`config.mk`:
```
export PLATFORM = sky130hd
export DESIGN_NAME = utf8_repair_maximal_subpart
export DESIGN_NICKNAME = d
export VERILOG_FILES = /design/src/hw/rtl/u8r_pkg.sv /design/src/hw/rtl/utf8_repair_maximal_subpart.sv
export SDC_FILE = /design/constraint.sdc
export NUM_CORES = 1
export LEC_CHECK = 0
export ABC_AREA = 1
export BUFFER_PORTS_ARGS = -buffer_cell sky130_fd_sc_hd__buf_4
export CORE_MARGIN = 5
export CORE_UTILIZATION = 40
export DETAILED_ROUTE_END_ITERATION = 10
export PLACE_DENSITY = 0.56
export SYNTH_ARGS = -nofsm -noshare
export SYNTH_HDL_FRONTEND = slang
export SYNTH_SLANG_ARGS = --single-unit
```
`constraint.sdc`:
```
create_clock -name clk -period 7.36 [get_ports clk]
set_input_delay 0.736 -clock clk [delete_from_list [all_inputs] [get_ports clk]]
set_output_delay 0.736 -clock clk [all_outputs]
set_load 0.02 [all_outputs]
```
`src/hw/rtl/u8r_pkg.sv`:
```
// Shared types and constants for the UTF-8 maximal-subpart repair block.
`default_nettype none
package u8r_pkg;

  // Replacement character U+FFFD in UTF-8
  localparam logic [7:0] REPL_B0 = 8'hEF;
  localparam logic [7:0] REPL_B1 = 8'hBF;
  localparam logic [7:0] REPL_B2 = 8'hBD;

  // Most result bytes that one input byte can cause
  localparam int MAX_RESULTS = 6;
  localparam int RES_CNT_W   = $clog2(MAX_RESULTS + 1);

  typedef logic [7:0]           byte_t;
  typedef logic [RES_CNT_W-1:0] res_cnt_t;
  typedef logic [1:0]           pend_cnt_t;

  // Classification of a byte seen in lead position
  typedef enum logic [1:0] {
    LEAD_ASCII = 2'b00,
    LEAD_START = 2'b01,
    LEAD_BAD   = 2'b10
  } lead_kind_t;

  function automatic lead_kind_t lead_kind(input byte_t b);
    lead_kind_t k;
    if (!b[7]) begin
      k = LEAD_ASCII;
    end else if ((b >= 8'hC2) && (b <= 8'hF4)) begin
      k = LEAD_START;
    end else begin
      k = LEAD_BAD;
    end
    return k;
  endfunction

  // Full sequence length for a valid lead: 2, 3 or 4
  function automatic logic [2:0] seq_len(input byte_t lead);
    logic [2:0] len;
    if (lead[7:5] == 3'b110) begin
      len = 3'd2;
    end else if (lead[7:4] == 4'hE) begin
      len = 3'd3;
    end else begin
      len = 3'd4;
    end
    return len;
  endfunction

endpackage
`default_nettype wire

```
`src/hw/rtl/utf8_repair_maximal_subpart.sv`:
```
// Top level of the UTF-8 repair block with maximal-subpart replacement.
//
// Bytes of a string enter one per transaction on the input channel, string_last
// marking the final byte. Well-formed UTF-8 passes through unchanged; each
// maximal ill-formed subpart, a surrogate, or a sequence cut short by the end
// of the string leaves as one EF BF BD. Each input byte causes zero to six
// output bytes; run_last marks the last of them and string_end the last byte
// of the string. An input register holds one byte while the six-byte result
// shift register drains; the decode between them is combinational. Plain
// text, at most one result per byte, flows at one byte per cycle while
// out_ready is high; a byte with k results holds the input until the result
// shift register has sent them all, one byte per cycle while out_ready is high.
`default_nettype none
module utf8_repair_maximal_subpart (
  input  wire                  clk,
  input  wire                  rst,
  input  wire u8r_pkg::byte_t  in_byte,
  input  wire                  string_last,
  input  wire                  in_valid,
  output logic                 in_ready,
  output u8r_pkg::byte_t       out_byte,
  output logic                 run_last,
  output logic                 string_end,
  output logic                 out_valid,
  input  wire                  out_ready
);
  import u8r_pkg::*;

  // Input register
  logic  hold_valid;
  byte_t hold_byte;
  logic  hold_last;

  // Held prefix of a sequence in progress
  byte_t     pend [3];
  pend_cnt_t pend_count;
  pend_cnt_t pend_count_next;
  logic      wr_lead;
  logic      wr_mid;

  // Result shift register
  byte_t    res_buf [MAX_RESULTS];
  res_cnt_t res_rem;
  logic     res_last;

  // Decode outputs
  byte_t      res [MAX_RESULTS];
  res_cnt_t   res_n;
  lead_kind_t kind;
  logic [2:0] len;
  logic [2:0] cnt_ext;
  logic       accepts;
  logic       load;

  assign kind    = lead_kind(hold_byte);
  assign len     = seq_len(pend[0]);
  assign cnt_ext = {1'b0, pend_count};

  // Check the next byte against the held lead
  always_comb begin
    accepts = (hold_byte[7:6] == 2'b10);
    if (pend_count == 2'd1) begin
      if (pend[0] == 8'hE0) begin
        accepts = accepts && (hold_byte >= 8'hA0);
      end else if (pend[0] == 8'hF0) begin
        accepts = accepts && (hold_byte >= 8'h90);
      end else if (pend[0] == 8'hF4) begin
        accepts = accepts && (hold_byte <= 8'h8F);
      end
    end
  end

  // Decode one byte into its result bytes and the next prefix state
  always_comb begin
    res[0] = REPL_B0;
    res[1] = REPL_B1;
    res[2] = REPL_B2;
    res[3] = REPL_B0;
    res[4] = REPL_B1;
    res[5] = REPL_B2;
    res_n           = '0;
    pend_count_next = pend_count;
    wr_lead         = 1'b0;
    wr_mid          = 1'b0;
    if (pend_count == 2'd0) begin
      // Plain lead position
      unique case (kind)
        LEAD_ASCII: begin
          res[0] = hold_byte;
          res_n  = res_cnt_t'(1);
        end
        LEAD_START: begin
          wr_lead         = 1'b1;
          pend_count_next = hold_last ? 2'd0 : 2'd1;
          res_n           = hold_last ? res_cnt_t'(3) : res_cnt_t'(0);
        end
        default: begin
          res_n = res_cnt_t'(3);
        end
      endcase
    end else if ((cnt_ext >= len) || !accepts) begin
      // Broken prefix: replace it, then treat the byte as a new lead
      pend_count_next = 2'd0;
      unique case (kind)
        LEAD_ASCII: begin
          res[3] = hold_byte;
          res_n  = res_cnt_t'(4);
        end
        LEAD_START: begin
          wr_lead         = 1'b1;
          pend_count_next = hold_last ? 2'd0 : 2'd1;
          res_n           = hold_last ? res_cnt_t'(6) : res_cnt_t'(3);
        end
        default: begin
          res_n = res_cnt_t'(6);
        end
      endcase
    end else if ((cnt_ext + 3'd1) < len) begin
      // Extend the prefix; cut it off at the end of the string
      wr_mid          = 1'b1;
      pend_count_next = hold_last ? 2'd0 : (pend_count + 2'd1);
      res_n           = hold_last ? res_cnt_t'(3) : res_cnt_t'(0);
    end else begin
      // Sequence complete
      pend_count_next = 2'd0;
      if ((pend[0] == 8'hED) && (pend[1] >= 8'hA0)) begin
        res_n = res_cnt_t'(3);
      end else begin
        res[0] = pend[0];
        res[1] = (pend_count == 2'd1) ? hold_byte : pend[1];
        res[2] = (pend_count == 2'd2) ? hold_byte : pend[2];
        res[3] = hold_byte;
        res_n  = res_cnt_t'(cnt_ext + 3'd1);
      end
    end
  end

  // Move the held byte into the result register once it frees up
  assign load     = hold_valid && ((res_rem == '0) || ((res_rem == res_cnt_t'(1)) && out_ready));
  assign in_ready = !hold_valid || load;

  // Input register
  always_ff @(posedge clk) begin
    if (rst) begin
      hold_valid <= 1'b0;
    end else begin
      hold_valid <= (in_valid && in_ready) || (hold_valid && !load);
    end
    if (in_valid && in_ready) begin
      hold_byte <= in_byte;
      hold_last <= string_last;
    end
  end

  // Prefix state
  always_ff @(posedge clk) begin
    if (rst) begin
      pend_count <= 2'd0;
    end else if (load) begin
      pend_count <= pend_count_next;
    end
    if (load && wr_lead) begin
      pend[0] <= hold_byte;
    end
    if (load && wr_mid) begin
      pend[pend_count] <= hold_byte;
    end
  end

  // Result shift register: load a new run or shift out one byte
  always_ff @(posedge clk) begin
    if (rst) begin
      res_rem <= '0;
    end else if (load) begin
      res_rem <= res_n;
    end else if (out_valid && out_ready) begin
      res_rem <= res_rem - res_cnt_t'(1);
    end
    if (load) begin
      res_buf  <= res;
      res_last <= hold_last;
    end else if (out_valid && out_ready) begin
      for (int i = 0; i < MAX_RESULTS - 1; i++) begin
        res_buf[i] <= res_buf[i+1];
      end
    end
  end

  assign out_valid  = (res_rem != '0);
  assign out_byte   = res_buf[0];
  assign run_last   = (res_rem == res_cnt_t'(1));
  assign string_end = run_last && res_last;

endmodule
`default_nettype wire

```
==> impl_metrics.env <==
export IMPL_ys_types=35
export IMPL_multi_input_area_mm2=0.001369
export IMPL_critPathMostFrequentCell="inv_1"
export IMPL_clockRootBuffer="clkbuf_8"
export IMPL_ios=25
export IMPL_cts_resized=0
export IMPL_grt_max_degree=37
export IMPL_met1_length_mm=3.946
export IMPL_hold_depth=2
export IMPL_clock_latency_ns=0.35
export IMPL_final_seq_area_mm2=0.002122
export IMPL_via_count=2551
export IMPL_core_area_mm2=0.009196
export IMPL_cp_end_kind="flip-flop"
export IMPL_drcViolationCount=0
export IMPL_worstPathCellList="inv_1, ha_1, ha_1, inv_1, o21ai_0, nand2_1, nand2_1, inv_1, nand3_2, nor3_1"
export IMPL_wl_met2_mm=3.266
export IMPL_hold_end="res_buf[9]$_SDFFE_PP1P_"
export IMPL_topRoutingLayerUsed="met4"
export IMPL_syn_area_per_cell_um2=9.920
export IMPL_synth_seq_area_share_pct=56.44
export IMPL_synth_nets=405
export IMPL_portBuffers=24
export IMPL_cts_made_buffers=9
export IMPL_reg2reg_from="pend_count[0]$_SDFFE_PP0P_"
export IMPL_outcome="finished clean"
export IMPL_first_pass_iters=4
export IMPL_syn_inst=379
export IMPL_max_stage_delay_ns=0.88
export IMPL_grt_pass1_wl_mm=12.95
export IMPL_peakVddDrop_mv=0.1275
export IMPL_hold_violations=0
export IMPL_synthArstFlopShare_pct=0
export IMPL_grt_use_total_pct=14.76
export IMPL_clkTransAtPathRegs_ns=0.08
export IMPL_r2r_cells=10
export IMPL_routed_via_density=4.973
export IMPL_crit_arrival_ns=3.07
export IMPL_layoutNonFillerInstCount=513
export IMPL_clock_path_buffers=2
export IMPL_report_final_setup_viol=0
export IMPL_clock_sinks=73
export IMPL_skew_ns=0.01236
export IMPL_drive_above_1_share_pct=19.90
export IMPL_critPathSlowestCell="nor3_1"
export IMPL_die_height_um=107.0
export IMPL_antenna_found_initial=0
export IMPL_critPathKind="reg2reg"
export IMPL_final_nets=423
export IMPL_rows=35
export IMPL_cts_tree="built"
export IMPL_wl_mm=7.617
export IMPL_hold_path_class="reg2reg"
export IMPL_critical_path_startpoint_type="flip-flop"
export IMPL_worst_ep_required_time_ns=7.33
export IMPL_ys_warn_count=0
export IMPL_place_inst=497
export IMPL_post_drt_wl_per_cell_um=14.85
export IMPL_maxCapViolCount=0
export IMPL_fillers=875
export IMPL_finalCritPeriodShare_pct=42.10
export IMPL_p_leak_nw=1.736
export IMPL_path_max_fanout=8
export IMPL_hold_buffers=0
export IMPL_drt_initial_drc_count=140
export IMPL_r2r_end="pend[1][2]$_DFFE_PP_"
export IMPL_dieWidth_um=107.0
export IMPL_tightest_slew_ns=1.117
export IMPL_netlist_area_mm2=0.003760
export IMPL_syn_to_final_growth_pct=12.01
export IMPL_cts_setup_buffers=0
export IMPL_htree_levels=3
export IMPL_ys_ff_latch=73
export IMPL_overflow=0
export IMPL_max_freq_ghz=0.3228
export IMPL_maxSlewHeadroom_pct=24.96
export IMPL_grt_pass1_vias=2530
export IMPL_maxSlewViolCount=0
export IMPL_finalCriticalPeriod_ns=3.098
export IMPL_synth_main_ff_cell="edfxtp_1"
export IMPL_wl_met3_um=284
export IMPL_drtAntennaViolNets=0
export IMPL_finalSetupTns_ns=0
export IMPL_r2r_slack_ns=4.26
export IMPL_p_per_area_mw_per_mm2=348.9
export IMPL_final_common_cell="nand2_1"
export IMPL_hold_path_startpoint="res_buf[9]$_SDFFE_PP1P_"
export IMPL_final_cell_mix="nand2_1 (101), edfxtp_1 (66), inv_1 (37)"
export IMPL_die_area_mm2=0.01144
export IMPL_start_util_pct=40.88
export IMPL_diodes=0
export IMPL_dpl_hpwl_mm=5.498
export IMPL_rsz0062_at_grt="no"
export IMPL_synth_edf_count=66
export IMPL_place_gp_congestion=0.8572
==> how the worst max path moves through the flow <==
stage / start / end / cells after the start
CTS: pend[0][4]$_DFFE_PP_ / pend[1][2]$_DFFE_PP_ / 9
floorplan: res_rem[0]$_SDFFE_PP0P_ / res_rem[0]$_SDFFE_PP0P_ / 7
global route: pend_count[0]$_SDFFE_PP0P_ / pend[2][0]$_DFFE_PP_ / 10
finish: pend_count[0]$_SDFFE_PP0P_ / pend[1][2]$_DFFE_PP_ / 10
detailed placement: pend_count[0]$_SDFFE_PP0P_ / pend[1][1]$_DFFE_PP_ / 10
global placement: pend[0][4]$_DFFE_PP_ / pend[1][5]$_DFFE_PP_ / 9
==> synthesized netlist by cell type (2+ instances only) <==
cell / number / area, um^2
a21oi_1: 13 / 65.06
buf_2: 4 / 20.02
buf_4: 9 / 67.56
clkbuf_1: 2 / 7.510
dfxtp_1: 7 / 140.1
edfxtp_1: 66 / 1982
ha_1: 13 / 162.7
inv_1: 37 / 138.9
inv_2: 4 / 15.01
nand2_1: 101 / 379.1
nand2_2: 2 / 12.51
nand2_4: 2 / 22.52
nand3_1: 14 / 70.07
nand3_2: 3 / 30.03
nand3b_1: 2 / 15.01
nor2_1: 25 / 93.84
nor2_2: 4 / 25.02
nor3_1: 2 / 10.01
nor4_1: 2 / 12.51
o21ai_0: 34 / 170.2
o21ai_2: 18 / 157.7
o31ai_4: 2 / 42.54
==> area by class of cell <==
cell class	count	area share, %
flip-flops and latches	73	50.39
multi-input cells	247	32.50
repair buffers	24	4.278
inverters	42	3.773
well taps	111	3.298
clock buffers	9	2.941
clock inverters	7	2.822
==> sequential cells by signal, summed over array words and instances, names as in the netlist <==
signal,count
res_last,1
hold_byte,8
res_rem,3
res_buf,25
pend_count,2
out_byte,8
hold_last,1
pend,24
hold_valid,1
==> worst max-delay path, delay by kind of cell (launching register included) <==
kind,cells,cell delay [ns]
and+or+nand+nor,4,1.17
DFF,1,0.48
AOI/OAI and AO/OA,1,0.06
adders and majority gates,2,0.65
buffers and inverters,3,0.36
==> logic make-up (layout without fill, tap and decap cells) <==
family,Yosys count,after routing,synth area share (%)
and+or+nand+nor,162,162,19.04
DFF,73,73,56.44
buffers and inverters,59,82,7.454
AOI/OAI and AO/OA,72,72,12.75
adders and majority gates,13,13,4.326
==> power by group <==
| part | switching, mW | leakage, nW | internal [mW] | total (mW) |
|---|---|---|---|---|
| sequential | 0.0518 | 0.686 | 0.622 | 0.674 |
| combinational | 0.280 | 0.933 | 0.138 | 0.418 |
| clock | 0.153 | 0.117 | 0.225 | 0.378 |
| total | 0.484 | 1.74 | 0.985 | 1.47 |
==> routing by layer <==
| metal | vias to the layer above | track usage [%] |
|---|---|---|
| met2 | 56 | 20.73 |
| met5 | - | 0 |
| met3 | 11 | 4.335 |
| li1 | 1303 | - |
| met1 | 1181 | 21.80 |
| met4 | 0 | 4.658 |
==> metrics by stage <==
step	cell area [um^2]	hold slack [ns]	util, %	setup WS (ns)	power (mW)
after floorplan	3760	0.4275	-	3.499	1.003
after global placement	3969	0.4500	43.16	4.375	1.101
after detailed placement	3969	0.4483	43.16	4.293	1.107
after CTS	4212	0.4615	45.80	4.277	1.485
after global routing	4212	0.4977	45.80	4.026	1.568
final	4212	0.4630	45.80	4.262	1.469
Power figures use the tool's default switching activity.
